`src/sfcmu_pkg.sv`:
```
// ----------------------------------------------------------------------------
// sfcmu_pkg
// Shared types, constants and the CRC-8 function for the encoder frame
// checker and multi-turn unwrapper.
// ----------------------------------------------------------------------------
package sfcmu_pkg;

    localparam int ANGLE_BITS_DEF = 21;
    localparam int FRAME_ANGLE_W  = 21;
    localparam int TOTAL_W        = 64;
    localparam int APB_ADDR_W     = 3;
    localparam int APB_DATA_W     = 32;
    localparam int QUEUE_DEPTH    = 2;

    localparam logic [7:0] CRC_POLY = 8'h07;

    typedef enum logic [0:0] {
        REG_DIRECTION = 1'b0,
        REG_CRC_INIT  = 1'b1
    } reg_idx_t;

    typedef enum logic [0:0] {
        REQ_FRAME  = 1'b0,
        REQ_PRESET = 1'b1
    } req_t;

    typedef enum logic [1:0] {
        CMD_FRAME  = 2'd0,
        CMD_BAD    = 2'd1,
        CMD_PRESET = 2'd2
    } cmd_kind_t;

    typedef struct packed {
        logic                       req_type;
        logic [7:0]                 angle_high_byte;
        logic [7:0]                 angle_mid_byte;
        logic [7:0]                 angle_low_status_byte;
        logic [7:0]                 crc_byte;
        logic signed [TOTAL_W-1:0]  preset_value;
    } in_t;

    typedef struct packed {
        logic                       frame_status;
        logic [FRAME_ANGLE_W-1:0]   single_turn;
        logic signed [TOTAL_W-1:0]  multi_turn_total;
        logic                       overspeed_flag;
        logic                       weak_field_flag;
        logic                       under_voltage_flag;
    } out_t;

    typedef struct packed {
        cmd_kind_t                  kind;
        logic [FRAME_ANGLE_W-1:0]   angle;
        logic [2:0]                 status;
        logic signed [TOTAL_W-1:0]  preset_value;
    } cmd_t;

    function automatic logic [7:0] crc8_byte(input logic [7:0] crc, input logic [7:0] data);
        logic [7:0] r;
        r = crc ^ data;
        for (int b = 0; b < 8; b++)
        begin
            if (r[7])
                r = {r[6:0], 1'b0} ^ CRC_POLY;
            else
                r = {r[6:0], 1'b0};
        end
        return r;
    endfunction

endpackage

```
`src/sfcmu_front.sv`:
```
// ----------------------------------------------------------------------------
// sfcmu_front
// Checks the frame CRC and classifies each request into a command for the
// back end: good frame, bad frame or preset.
// ----------------------------------------------------------------------------
module sfcmu_front (
    input  sfcmu_pkg::in_t  in_data,
    input  logic [7:0]      crc_initial,
    output sfcmu_pkg::cmd_t cmd
);

    logic [7:0] crc_a;
    logic [7:0] crc_b;
    logic [7:0] crc_c;

    always_comb
    begin
        crc_a = sfcmu_pkg::crc8_byte(crc_initial, in_data.angle_high_byte);
        crc_b = sfcmu_pkg::crc8_byte(crc_a, in_data.angle_mid_byte);
        crc_c = sfcmu_pkg::crc8_byte(crc_b, in_data.angle_low_status_byte);

        cmd.angle        = {in_data.angle_high_byte, in_data.angle_mid_byte,
                            in_data.angle_low_status_byte[7:3]};
        cmd.status       = in_data.angle_low_status_byte[2:0];
        cmd.preset_value = in_data.preset_value;

        if (in_data.req_type == sfcmu_pkg::REQ_PRESET)
            cmd.kind = sfcmu_pkg::CMD_PRESET;
        else if (crc_c != in_data.crc_byte)
            cmd.kind = sfcmu_pkg::CMD_BAD;
        else
            cmd.kind = sfcmu_pkg::CMD_FRAME;
    end

endmodule

```
`src/sfcmu_queue.sv`:
```
// ----------------------------------------------------------------------------
// sfcmu_queue
// Short command queue between the front end and the back end.
// ----------------------------------------------------------------------------
module sfcmu_queue (
    input  logic            clk,
    input  logic            rst_n,
    input  logic            push,
    input  sfcmu_pkg::cmd_t push_data,
    output logic            full,
    input  logic            pop,
    output logic            valid,
    output sfcmu_pkg::cmd_t pop_data
);

    localparam int DEPTH = sfcmu_pkg::QUEUE_DEPTH;
    localparam int PTR_W = (DEPTH > 1) ? $clog2(DEPTH) : 1;
    localparam int CNT_W = $clog2(DEPTH + 1);

    sfcmu_pkg::cmd_t  mem_reg [DEPTH];
    logic [PTR_W-1:0] wr_ptr_reg;
    logic [PTR_W-1:0] rd_ptr_reg;
    logic [CNT_W-1:0] count_reg;
    logic [PTR_W-1:0] wr_ptr_next;
    logic [PTR_W-1:0] rd_ptr_next;
    logic [CNT_W-1:0] count_next;

    assign full     = (count_reg == CNT_W'(DEPTH));
    assign valid    = (count_reg != '0);
    assign pop_data = mem_reg[rd_ptr_reg];

    always_comb
    begin
        wr_ptr_next = wr_ptr_reg;
        rd_ptr_next = rd_ptr_reg;
        count_next  = count_reg;
        if (push)
            wr_ptr_next = (wr_ptr_reg == PTR_W'(DEPTH - 1)) ? '0 : wr_ptr_reg + 1'b1;
        if (pop)
            rd_ptr_next = (rd_ptr_reg == PTR_W'(DEPTH - 1)) ? '0 : rd_ptr_reg + 1'b1;
        if (push && !pop)
            count_next = count_reg + 1'b1;
        else if (pop && !push)
            count_next = count_reg - 1'b1;
    end

    always_ff @(posedge clk or negedge rst_n)
    begin
        if (!rst_n)
        begin
            wr_ptr_reg <= '0;
            rd_ptr_reg <= '0;
            count_reg  <= '0;
        end
        else
        begin
            wr_ptr_reg <= wr_ptr_next;
            rd_ptr_reg <= rd_ptr_next;
            count_reg  <= count_next;
        end
    end

    always_ff @(posedge clk)
    begin
        if (push)
            mem_reg[wr_ptr_reg] <= push_data;
    end

    a_no_overfill: assert property (@(posedge clk) disable iff (!rst_n)
        count_reg <= CNT_W'(DEPTH))
        else $error("queue count beyond depth");

    a_no_push_full: assert property (@(posedge clk) disable iff (!rst_n)
        !(push && full))
        else $error("push into full queue");

    a_no_pop_empty: assert property (@(posedge clk) disable iff (!rst_n)
        !(pop && !valid))
        else $error("pop from empty queue");

endmodule

```
`src/sfcmu_back.sv`:
```
// ----------------------------------------------------------------------------
// sfcmu_back
// Executes commands: unwraps the angle step, updates the multi-turn total and
// the latched flags, and holds the result in an output register.
// ----------------------------------------------------------------------------
module sfcmu_back #(
    parameter int ANGLE_BITS = sfcmu_pkg::ANGLE_BITS_DEF
) (
    input  logic            clk,
    input  logic            rst_n,
    input  logic            q_valid,
    input  sfcmu_pkg::cmd_t cmd,
    output logic            pop,
    input  logic            direction_inverted,
    output logic            out_valid,
    input  logic            out_ready,
    output sfcmu_pkg::out_t out_data
);

    localparam int TW = sfcmu_pkg::TOTAL_W;
    localparam int FW = sfcmu_pkg::FRAME_ANGLE_W;
    localparam logic signed [ANGLE_BITS:0] HALF_POS = {2'b01, {(ANGLE_BITS-1){1'b0}}};
    localparam logic signed [ANGLE_BITS:0] HALF_NEG = {2'b11, {(ANGLE_BITS-1){1'b0}}};
    localparam logic signed [ANGLE_BITS:0] FULL_PAT = {1'b1, {ANGLE_BITS{1'b0}}};

    logic [ANGLE_BITS-1:0]    prev_angle_reg;
    logic [ANGLE_BITS-1:0]    prev_angle_next;
    logic [ANGLE_BITS-1:0]    cur_angle_reg;
    logic [ANGLE_BITS-1:0]    cur_angle_next;
    logic signed [TW-1:0]     total_reg;
    logic signed [TW-1:0]     total_next;
    logic [2:0]               flags_reg;
    logic [2:0]               flags_next;
    logic                     out_valid_reg;
    logic                     out_valid_next;
    sfcmu_pkg::out_t          out_data_reg;
    sfcmu_pkg::out_t          out_data_next;

    logic [ANGLE_BITS-1:0]    angle;
    logic signed [ANGLE_BITS:0] raw;
    logic signed [ANGLE_BITS:0] delta;
    logic signed [TW-1:0]     step;
    logic                     status;

    assign pop       = q_valid && (!out_valid_reg || out_ready);
    assign out_valid = out_valid_reg;
    assign out_data  = out_data_reg;

    always_comb
    begin
        angle = cmd.angle[ANGLE_BITS-1:0];
        raw   = $signed({1'b0, angle}) - $signed({1'b0, prev_angle_reg});
        if (raw > HALF_POS || raw < HALF_NEG)
            delta = raw + FULL_PAT;
        else
            delta = raw;
        step = TW'(delta);

        prev_angle_next = prev_angle_reg;
        cur_angle_next  = cur_angle_reg;
        total_next      = total_reg;
        flags_next      = flags_reg;
        status          = 1'b0;

        unique case (cmd.kind)
            sfcmu_pkg::CMD_FRAME:
            begin
                prev_angle_next = angle;
                cur_angle_next  = angle;
                flags_next      = cmd.status;
                total_next      = direction_inverted ? total_reg - step : total_reg + step;
            end
            sfcmu_pkg::CMD_PRESET:
            begin
                total_next     = cmd.preset_value;
                cur_angle_next = cmd.preset_value[ANGLE_BITS-1:0];
            end
            sfcmu_pkg::CMD_BAD:
            begin
                status = 1'b1;
            end
            default:
            begin
                status = 1'b1;
            end
        endcase

        out_data_next.frame_status       = status;
        out_data_next.single_turn        = FW'(cur_angle_next);
        out_data_next.multi_turn_total   = total_next;
        out_data_next.overspeed_flag     = flags_next[0];
        out_data_next.weak_field_flag    = flags_next[1];
        out_data_next.under_voltage_flag = flags_next[2];

        if (pop)
            out_valid_next = 1'b1;
        else if (out_ready)
            out_valid_next = 1'b0;
        else
            out_valid_next = out_valid_reg;
    end

    always_ff @(posedge clk or negedge rst_n)
    begin
        if (!rst_n)
        begin
            prev_angle_reg <= '0;
            cur_angle_reg  <= '0;
            total_reg      <= '0;
            flags_reg      <= '0;
            out_valid_reg  <= 1'b0;
        end
        else
        begin
            out_valid_reg <= out_valid_next;
            if (pop)
            begin
                prev_angle_reg <= prev_angle_next;
                cur_angle_reg  <= cur_angle_next;
                total_reg      <= total_next;
                flags_reg      <= flags_next;
            end
        end
    end

    always_ff @(posedge clk)
    begin
        if (pop)
            out_data_reg <= out_data_next;
    end

    a_bad_keeps_total: assert property (@(posedge clk) disable iff (!rst_n)
        pop && cmd.kind == sfcmu_pkg::CMD_BAD |=> $stable(total_reg) && $stable(cur_angle_reg))
        else $error("bad frame changed state");

    a_preset_loads: assert property (@(posedge clk) disable iff (!rst_n)
        pop && cmd.kind == sfcmu_pkg::CMD_PRESET |=> total_reg == $past(cmd.preset_value))
        else $error("preset not loaded");

    a_result_matches: assert property (@(posedge clk) disable iff (!rst_n)
        pop |=> out_data_reg.multi_turn_total == total_reg)
        else $error("result total differs from state");

endmodule

```
`src/sensor_frame_check_multiturn_unwrap.sv`:
```
// ----------------------------------------------------------------------------
// sensor_frame_check_multiturn_unwrap
// Encoder frame CRC-8 check with multi-turn angle unwrap; top level with
// APB register port.
// ----------------------------------------------------------------------------
// Result path: an accepted input goes into the queue, then is popped into the
// back-end result register once it is free or read. Throughput: one item per
// cycle unless the output stalls, set by the combinational CRC and 64-bit add.
// Reset: asynchronous, clears the queue, the angle/total/flag state and both
// configuration registers; no clearing pass.
module sensor_frame_check_multiturn_unwrap #(
    parameter int ANGLE_BITS = sfcmu_pkg::ANGLE_BITS_DEF
) (
    input  logic                              clk,
    input  logic                              rst_n,
    input  logic                              in_valid,
    output logic                              in_ready,
    input  sfcmu_pkg::in_t                    in_data,
    output logic                              out_valid,
    input  logic                              out_ready,
    output sfcmu_pkg::out_t                   out_data,
    input  logic                              psel,
    input  logic                              penable,
    input  logic                              pwrite,
    input  logic [sfcmu_pkg::APB_ADDR_W-1:0]  paddr,
    input  logic [sfcmu_pkg::APB_DATA_W-1:0]  pwdata,
    output logic [sfcmu_pkg::APB_DATA_W-1:0]  prdata,
    output logic                              pready
);

    logic                direction_reg;
    logic [7:0]          crc_init_reg;
    logic                wr_en;
    sfcmu_pkg::reg_idx_t reg_idx;

    sfcmu_pkg::cmd_t     front_cmd;
    sfcmu_pkg::cmd_t     q_cmd;
    logic                q_full;
    logic                q_valid;
    logic                q_pop;
    logic                q_push;

    assign pready   = 1'b1;
    assign wr_en    = psel && penable && pwrite && pready;
    assign reg_idx  = sfcmu_pkg::reg_idx_t'(paddr[2]);
    assign in_ready = !q_full;
    assign q_push   = in_valid && in_ready;

    always_comb
    begin
        unique case (reg_idx)
            sfcmu_pkg::REG_DIRECTION: prdata = sfcmu_pkg::APB_DATA_W'(direction_reg);
            sfcmu_pkg::REG_CRC_INIT:  prdata = sfcmu_pkg::APB_DATA_W'(crc_init_reg);
            default:                  prdata = '0;
        endcase
    end

    always_ff @(posedge clk or negedge rst_n)
    begin
        if (!rst_n)
        begin
            direction_reg <= 1'b0;
            crc_init_reg  <= '0;
        end
        else if (wr_en)
        begin
            unique case (reg_idx)
                sfcmu_pkg::REG_DIRECTION: direction_reg <= pwdata[0];
                sfcmu_pkg::REG_CRC_INIT:  crc_init_reg  <= pwdata[7:0];
                default:                  direction_reg <= direction_reg;
            endcase
        end
    end

    sfcmu_front u_front (
        .in_data     (in_data),
        .crc_initial (crc_init_reg),
        .cmd         (front_cmd)
    );

    sfcmu_queue u_queue (
        .clk       (clk),
        .rst_n     (rst_n),
        .push      (q_push),
        .push_data (front_cmd),
        .full      (q_full),
        .pop       (q_pop),
        .valid     (q_valid),
        .pop_data  (q_cmd)
    );

    sfcmu_back #(
        .ANGLE_BITS (ANGLE_BITS)
    ) u_back (
        .clk                (clk),
        .rst_n              (rst_n),
        .q_valid            (q_valid),
        .cmd                (q_cmd),
        .pop                (q_pop),
        .direction_inverted (direction_reg),
        .out_valid          (out_valid),
        .out_ready          (out_ready),
        .out_data           (out_data)
    );

endmodule

```
`config.mk`:
```
export PLATFORM = sky130hd
export DESIGN_NAME = sensor_frame_check_multiturn_unwrap
export DESIGN_NICKNAME = d
export VERILOG_FILES = /design/src/sfcmu_pkg.sv /design/src/sfcmu_front.sv /design/src/sfcmu_queue.sv /design/src/sfcmu_back.sv /design/src/sensor_frame_check_multiturn_unwrap.sv
export SDC_FILE = /design/constraint.sdc
export NUM_CORES = 1
export LEC_CHECK = 0
export BUFFER_PORTS_ARGS = -buffer_cell sky130_fd_sc_hd__buf_2
export CAP_MARGIN = 20
export CELL_PAD_IN_SITES_DETAIL_PLACEMENT = 1
export CELL_PAD_IN_SITES_GLOBAL_PLACEMENT = 1
export CORE_MARGIN = 4
export CORE_UTILIZATION = 50
export DETAILED_ROUTE_END_ITERATION = 8
export PLACE_DENSITY = 0.95
export SLEW_MARGIN = 20
export SYNTH_ARGS = -nofsm -noshare
export SYNTH_HDL_FRONTEND = slang
export SYNTH_SLANG_ARGS = --single-unit
export TNS_END_PERCENT = 10
```
`constraint.sdc`:
```
create_clock -name clk -period 20.1 [get_ports clk]
set_clock_uncertainty 0.15 [all_clocks]
set_input_delay 2.01 -clock clk [delete_from_list [all_inputs] [get_ports clk]]
set_output_delay 2.01 -clock clk [all_outputs]
set_load 0.005 [all_outputs]
```
==> flow_summary_export.csv, run 1 <==
group,metric,value,unit
routing,vias,18362,
logic_synthesis,ys_seq_elements,392,
cells_and_area,n_fill_cell,4803,
sta,fin_crit,10.04,ns
clock_tree,clockBufferDepth,3,
logic_synthesis,ys_seq_area_share,50.6,%
cells_and_area,mostFrequentLayoutCell,"nand2_1",
logic_synthesis,syn_inst,2153,
sta,slew_headroom,15.7,%
critical_path,cp.arrival,10.29,ns
floorplan,coreArea,43400,sq um
sta,finalCritPeriodShare,49.9,%
routing,wirelength,77.5,mm
routing,wire_per_inst,26.4,microns
outcome,status,"complete, no violations",
routing,drt_iter0_drc,1901,
floorplan,io_pins,263,
routing,first_pass_iters,5,
sta,hold_viol,0,
hold_path,hold_class,"reg -> reg",
sta,tightestPinTransition,1.26,ns
logic_synthesis,synthArstFlopShare,31.4,%
cells_and_area,mostFrequentLayoutCells,"nand2_1, edfxtp_1, buf_2",
clock_tree,cts_tree,"done",
clock_tree,clock_sinks,392,
cells_and_area,syn_to_final_growth,13.5,%
cells_and_area,largest_reg_flops,180,
clock_tree,cts_made_buffers,42,
global_routing,antenna_found_initial,7,
cells_and_area,drive_above_1_share,16.1,%
clock_tree,cts_root_buf,"clkbuf_16",
clock_tree,cts_max_level,2,
logic_synthesis,yosysUniqueCellTypes,79,
critical_path,worstPathRequired,20.35,ns
floorplan,chipWidth,218,microns
sta,setup_viol,0,
cells_and_area,final_net_count,2556,
clock_tree,clkLatencyLatePin,0.59,ns
logic_synthesis,synthFlopType,"edfxtp_1",
place,place_congestion,0.937,
clock_tree,post_cts_resized,0,
floorplan,std_cell_rows,76,
routing,ant_nets,0,
global_routing,grt_pass1_vias,19243,
clock_tree,cts.hold.buffers_added,0,
global_routing,grt.total_usage,32.1,%
clock_tree,post-cts-setup-buffer-count,0,
clock_tree,clk_pin_slew_worst_paths,0.07,ns
global_routing,grt_pass1_wl,117,mm
logic_synthesis,synthesis.area,22000,sq um
routing,drc,0,
place,io_buffers,211,
floorplan,dieArea,47500,sq um
critical_path,start_kind,"flip-flop",
place,place_hpwl,54.4,mm
critical_path,critical_path.max_fanout,46,
flow_run,max-cap-violations,0,
sta,rsz0062_at_grt,"false",
global_routing,overflow,0,
logic_synthesis,syn_area_per_cell,10.2,sq um
logic_synthesis,ys_warn_count,0,
floorplan,dieHeight,218,microns
floorplan,initial_core_util,50.8,%
logic_synthesis,synth_edf_count,269,
sta,setup-tns-final,0,ns
critical_path,critPathKind,"reg -> reg",
sta,drv_slew,0,
sta,clock.fmax,99.6,MHz
global_routing,grt_start_max_net_pins,86,
routing,viasPerCell,6.25,
critical_path,cp-end-kind,"flip-flop",
-- per-layer routing --
layer | global-route usage, % | up-vias | wire, microns
met4 | 11.6 | 6 | 2970
met3 | 6.47 | 189 | 6400
met5 | 0 | - | 44
met2 | 52.4 | 889 | 36600
met1 | 42.8 | 9202 | 31500
li1 | - | 8076 | -
-- area by class of cell --
cell class	count	area, sq um	area share (%)
Clock buffer	55	1160	4.64
Multi-Input combinational cell	1590	10200	40.8
Inverter	61	235	0.941
Sequential cell	392	11200	44.6
Antenna cell	2	5.00	0.0200
Tap cell	585	732	2.93
Timing Repair Buffer	231	1210	4.85
Clock inverter	23	297	1.19
-- worst max-delay path: stages (launching register included) --
cell	delay, ns
dfrtp_4	0.93
mux2i_1	0.64
inv_1	0.13
ha_1	0.33
nor2b_1	0.33
o21ai_0	0.35
a211oi_1	0.56
o21a_1	0.20
o22a_1	0.23
nand4_1	0.20
nor3_2	0.78
a31oi_1	0.22
inv_1	0.69
ha_1	0.36
nor2_1	0.11
nor2_1	0.11
ha_1	0.47
nand2_1	0.13
nor3_1	0.39
nand4_1	0.30
a2111oi_4	0.43
nor3_1	0.21
o31ai_1	0.49
a21oi_1	0.23
o21ai_1	0.25
xor2_1	0.27
a21oi_1	0.12
o21ai_0	0.19
-- Yosys cell counts, types with 4 or more instances --
master,instances,area [sq um]
buf_4,25,188
clkbuf_1,89,334
nand2_1,305,1140
xor2_1,48,420
o21ai_0,157,786
nand3_1,40,200
nor4_1,5,31.3
buf_1,10,37.5
a211o_1,5,43.8
mux2i_1,57,571
a22oi_1,4,30.0
a221o_1,10,100
dfrtp_1,123,3080
and2_1,23,144
mux2_2,47,529
buf_2,9,45.0
o21bai_1,11,82.6
inv_1,59,221
and3_1,9,56.3
nor2_1,173,649
o2111ai_1,4,35.0
a211oi_1,18,135
nand4_1,21,131
o211ai_1,15,113
o221ai_1,8,70.1
a21o_1,37,278
a31oi_1,40,250
nand2b_1,11,68.8
edfxtp_1,269,8080
o31ai_1,22,165
a21oi_1,155,776
o22a_1,4,35.0
or2_2,5,31.3
xnor2_1,100,876
nor3_1,19,95.1
nor2b_1,18,113
a31o_2,6,52.6
a21boi_0,6,45.0
o21a_1,19,143
o21ai_1,6,30.0
ha_1,97,1210
or3_1,4,25.0
-- kinds of logic after synthesis --
kind of cell               synth area share, %
xor gates and xnor gates                  5.96
DFF                                       50.6
and+or+nand+nor                           13.0
other                                   0.0341
adders and majority gates                 5.69
AOI/OAI and AO/OA                         15.9
muxes                                     4.99
buffers and inverters                     3.78
-- worst paths after layout --
check | start | end | slack (ns) | cells past startpoint
hold reg to reg | u_back.cur_angle_reg[16] | u_back.cur_angle_reg[16] | 0.33 | 2
min in group asynchronous | rst_n | u_back.cur_angle_reg[13] | 1.34 | 1
hold / removal | u_back.cur_angle_reg[16] | u_back.cur_angle_reg[16] | 0.33 | 2
max in group asynchronous | rst_n | u_queue.rd_ptr_reg | 16.97 | 2
setup reg to reg | u_queue.rd_ptr_reg | u_back.out_data[54] | 10.06 | 27
setup / recovery | u_queue.rd_ptr_reg | u_back.out_data[54] | 10.06 | 27
-- through the flow --
stage               utilization (%)  setup WS [ns]  hold slack, ns  area, sq um  std cells
floorplan                         -          12.84           0.296        22100       2176
global placement               54.3          10.77           0.308        23500       2859
detailed placement             54.3          10.59           0.322        23500       2859
CTS                            57.6          10.36           0.339        25000       2937
global route                   57.7           9.58           0.364        25000       2939
finish                         57.7          10.06           0.334        25000       2939
Power of run 1 is not shown: default switching activity piles up to over one toggle a cycle in this logic, so the estimate is an artifact.
==> inputs of run 2 (changes only) <==
--- a/config.mk
+++ b/config.mk
@@ -5,14 +5,15 @@
 export SDC_FILE = /design/constraint.sdc
 export NUM_CORES = 1
 export LEC_CHECK = 0
+export ABC_AREA = 1
 export BUFFER_PORTS_ARGS = -buffer_cell sky130_fd_sc_hd__buf_2
 export CAP_MARGIN = 20
 export CELL_PAD_IN_SITES_DETAIL_PLACEMENT = 1
 export CELL_PAD_IN_SITES_GLOBAL_PLACEMENT = 1
 export CORE_MARGIN = 4
-export CORE_UTILIZATION = 50
+export CORE_UTILIZATION = 40
 export DETAILED_ROUTE_END_ITERATION = 8
-export PLACE_DENSITY = 0.95
+export PLACE_DENSITY = 0.89
 export SLEW_MARGIN = 20
 export SYNTH_ARGS = -nofsm -noshare
 export SYNTH_HDL_FRONTEND = slang
==> constraint.sdc (replaced) <==
create_clock -name clk -period 8.8 [get_ports clk]
set_clock_uncertainty 0.15 [all_clocks]
set_input_delay 0.88 -clock clk [delete_from_list [all_inputs] [get_ports clk]]
set_output_delay 0.88 -clock clk [all_outputs]
set_load 0.005 [all_outputs]
==> flow_summary_export.csv, run 2 <==
group,metric,value,unit
logic_synthesis,syn_area_per_cell,8.02,sq um
routing,first_pass_iters,5,
cells_and_area,syn_to_final_growth,14.2,%
global_routing,antenna_found_initial,7,
cells_and_area,drive_above_1_share,13.3,%
global_routing,grt.total_usage,24.9,%
sta,tightestPinTransition,0.972,ns
logic_synthesis,ys_seq_area_share,47.1,%
outcome,status,"complete, no violations",
global_routing,grt_pass1_wl,125,mm
routing,drc,0,
cells_and_area,n_fill_cell,7194,
cells_and_area,multi_input_area,10900,sq um
routing,m1WireLength,34.6,mm
clock_tree,cts_max_level,2,
sta,drv_slew,0,
global_routing,grt_start_max_net_pins,79,
logic_synthesis,yosysMostFrequentCell,"nand2_1",
critical_path,max_stage_delay,0.60,ns
logic_synthesis,syn_inst,2954,
floorplan,dieArea,63200,sq um
global_routing,overflow,0,
clock_tree,cts.hold.buffers_added,0,
critical_path,critical_path.max_fanout,34,
clock_tree,cts_made_buffers,44,
cells_and_area,largest_reg_flops,180,
clock_tree,clock_sinks,392,
sta,setup_viol,0,
logic_synthesis,synth_edf_count,269,
critical_path,critPathTopFamily,"simple AND/OR/NAND/NOR gates",
clock_tree,cts_tree,"done",
flow_run,max-cap-violations,0,
global_routing,grt_pass1_vias,22411,
clock_tree,clockBufferDepth,3,
logic_synthesis,synthFlopType,"edfxtp_1",
critical_path,start_kind,"flip-flop",
clock_tree,cts_root_buf,"clkbuf_16",
floorplan,coreArea,58100,sq um
hold_path,hold_class,"in -> async",
floorplan,io_pins,263,
cells_and_area,mostFrequentLayoutCells,"nand2_1, inv_1, edfxtp_1",
floorplan,chipWidth,251,microns
critical_path,cp-end-kind,"flip-flop",
clock_tree,post_cts_resized,0,
cells_and_area,final_net_count,3396,
logic_synthesis,synthArstFlopShare,31.4,%
logic_synthesis,synth_top_area_share,34.1,%
routing,ant_nets,0,
routing,drt_iter0_drc,1627,
routing,vias,21623,
floorplan,initial_core_util,40.7,%
critical_path,critPathBufInv,5,
sta,clock.fmax,137,MHz
clock_tree,post-cts-setup-buffer-count,0,
logic_synthesis,ys_warn_count,0,
routing,wirelength,80.5,mm
cells_and_area,regArea,11200,sq um
routing,routed.top_layer,"met5",
routing,met2WireLength,38.5,mm
critical_path,worstPathRequired,9.11,ns
sta,setup-tns-final,0,ns
place,place_congestion,0.926,
routing,viasPerCell,5.46,
sta,slew_headroom,33.3,%
logic_synthesis,synthTopCellsByCount,"nand2_1, inv_1, edfxtp_1",
logic_synthesis,yosysTopAreaCell,"edfxtp_1",
logic_synthesis,synthTopCellsByArea,"edfxtp_1, nand2_1, dfrtp_1",
place,place_hpwl,59.9,mm
critical_path,crit_top_cell,"nand2_1",
logic_synthesis,ys_seq_elements,392,
logic_synthesis,synthesis.area,23700,sq um
floorplan,std_cell_rows,88,
critical_path,cp.arrival,7.60,ns
cells_and_area,mostFrequentLayoutCell,"nand2_1",
sta,finalCritPeriodShare,82.9,%
clock_tree,clk_pin_slew_worst_paths,0.06,ns
clock_tree,clkLatencyLatePin,0.59,ns
critical_path,critPathKind,"reg -> reg",
place,io_buffers,211,
routing,wire_per_inst,20.3,microns
routing,dr_wl_met3,5.19,mm
sta,hold_viol,0,
sta,rsz0062_at_grt,"false",
logic_synthesis,yosysUniqueCellTypes,56,
critical_path,cp_slowest_cell,"inv_1",
floorplan,dieHeight,251,microns
sta,fin_crit,7.29,ns
-- run 2: layer usage --
metal / vias to the layer above / track usage, %
met5: - / 0
met4: 8 / 7.05
met3: 141 / 4.38
met2: 652 / 42.5
met1: 10638 / 32.6
li1: 10184 / -
-- run 2: path summary, 6_finish.rpt --
| kind | start | end | slack, ns | cells after the start |
|---|---|---|---|---|
| max in group asynchronous | rst_n | u_back.total_reg[16] | 6.66 | 2 |
| max reg2reg | u_queue.rd_ptr_reg | u_back.total_reg[54] | 1.51 | 36 |
| min reg2reg | u_queue.count_reg[0] | u_queue.count_reg[0] | 0.34 | 1 |
| min in group clk | in_data[17] | u_queue.mem_reg[1][17] | 0.33 | 1 |
| min | rst_n | crc_init_reg[5] | 0.26 | 1 |
| max | u_queue.rd_ptr_reg | u_back.total_reg[54] | 1.51 | 36 |
-- run 2: layout make-up --
class                   count  share of cell area, %
well taps                 765                   3.54
diodes                      3                 0.0278
repair buffers            240                   4.81
flip-flops and latches    392                   41.3
inverters                 339                   4.71
clock buffers              61                   4.46
clock inverters            20                   1.03
multi-input cells        2141                   40.2
-- run 2: per-stage QoR --
stage                     setup slack (ns)  instances  util [%]  instance area [sq um]  hold slack (ns)
after floorplan                       3.36       2977         -                  23800            0.296
after global placement                2.01       3875      43.9                  25500            0.309
after detailed placement              1.72       3877      43.9                  25500            0.325
after CTS                             1.65       3958      46.5                  27000            0.269
after global routing                 0.981       3958      46.5                  27000            0.307
final                                 1.51       3961      46.5                  27000            0.262
-- run 2: logic make-up (layout without fill, tap and decap cells) --
group           count (synthesis)  count (layout)  share of synthesized area [%]
simple gates                 1502            1502                           26.8
compound gates                476             476                           11.8
buf+inv                       444             660                           7.56
flops                         392             392                           47.1
fa+ha+maj                      99              99                           5.29
xor+xnor                       37              37                           1.40
other cells                     2              28                         0.0317
mux                             2               2                         0.0845
-- run 2: worst register-to-register path, delay by kind of cell, from the launching register on --
kind	cells	cell delay (ns)
simple gates	24	3.16
buf+inv	5	1.40
flops	1	0.50
fa+ha+maj	2	0.73
compound gates	5	1.24
Power of run 2 is left out for the same reason.
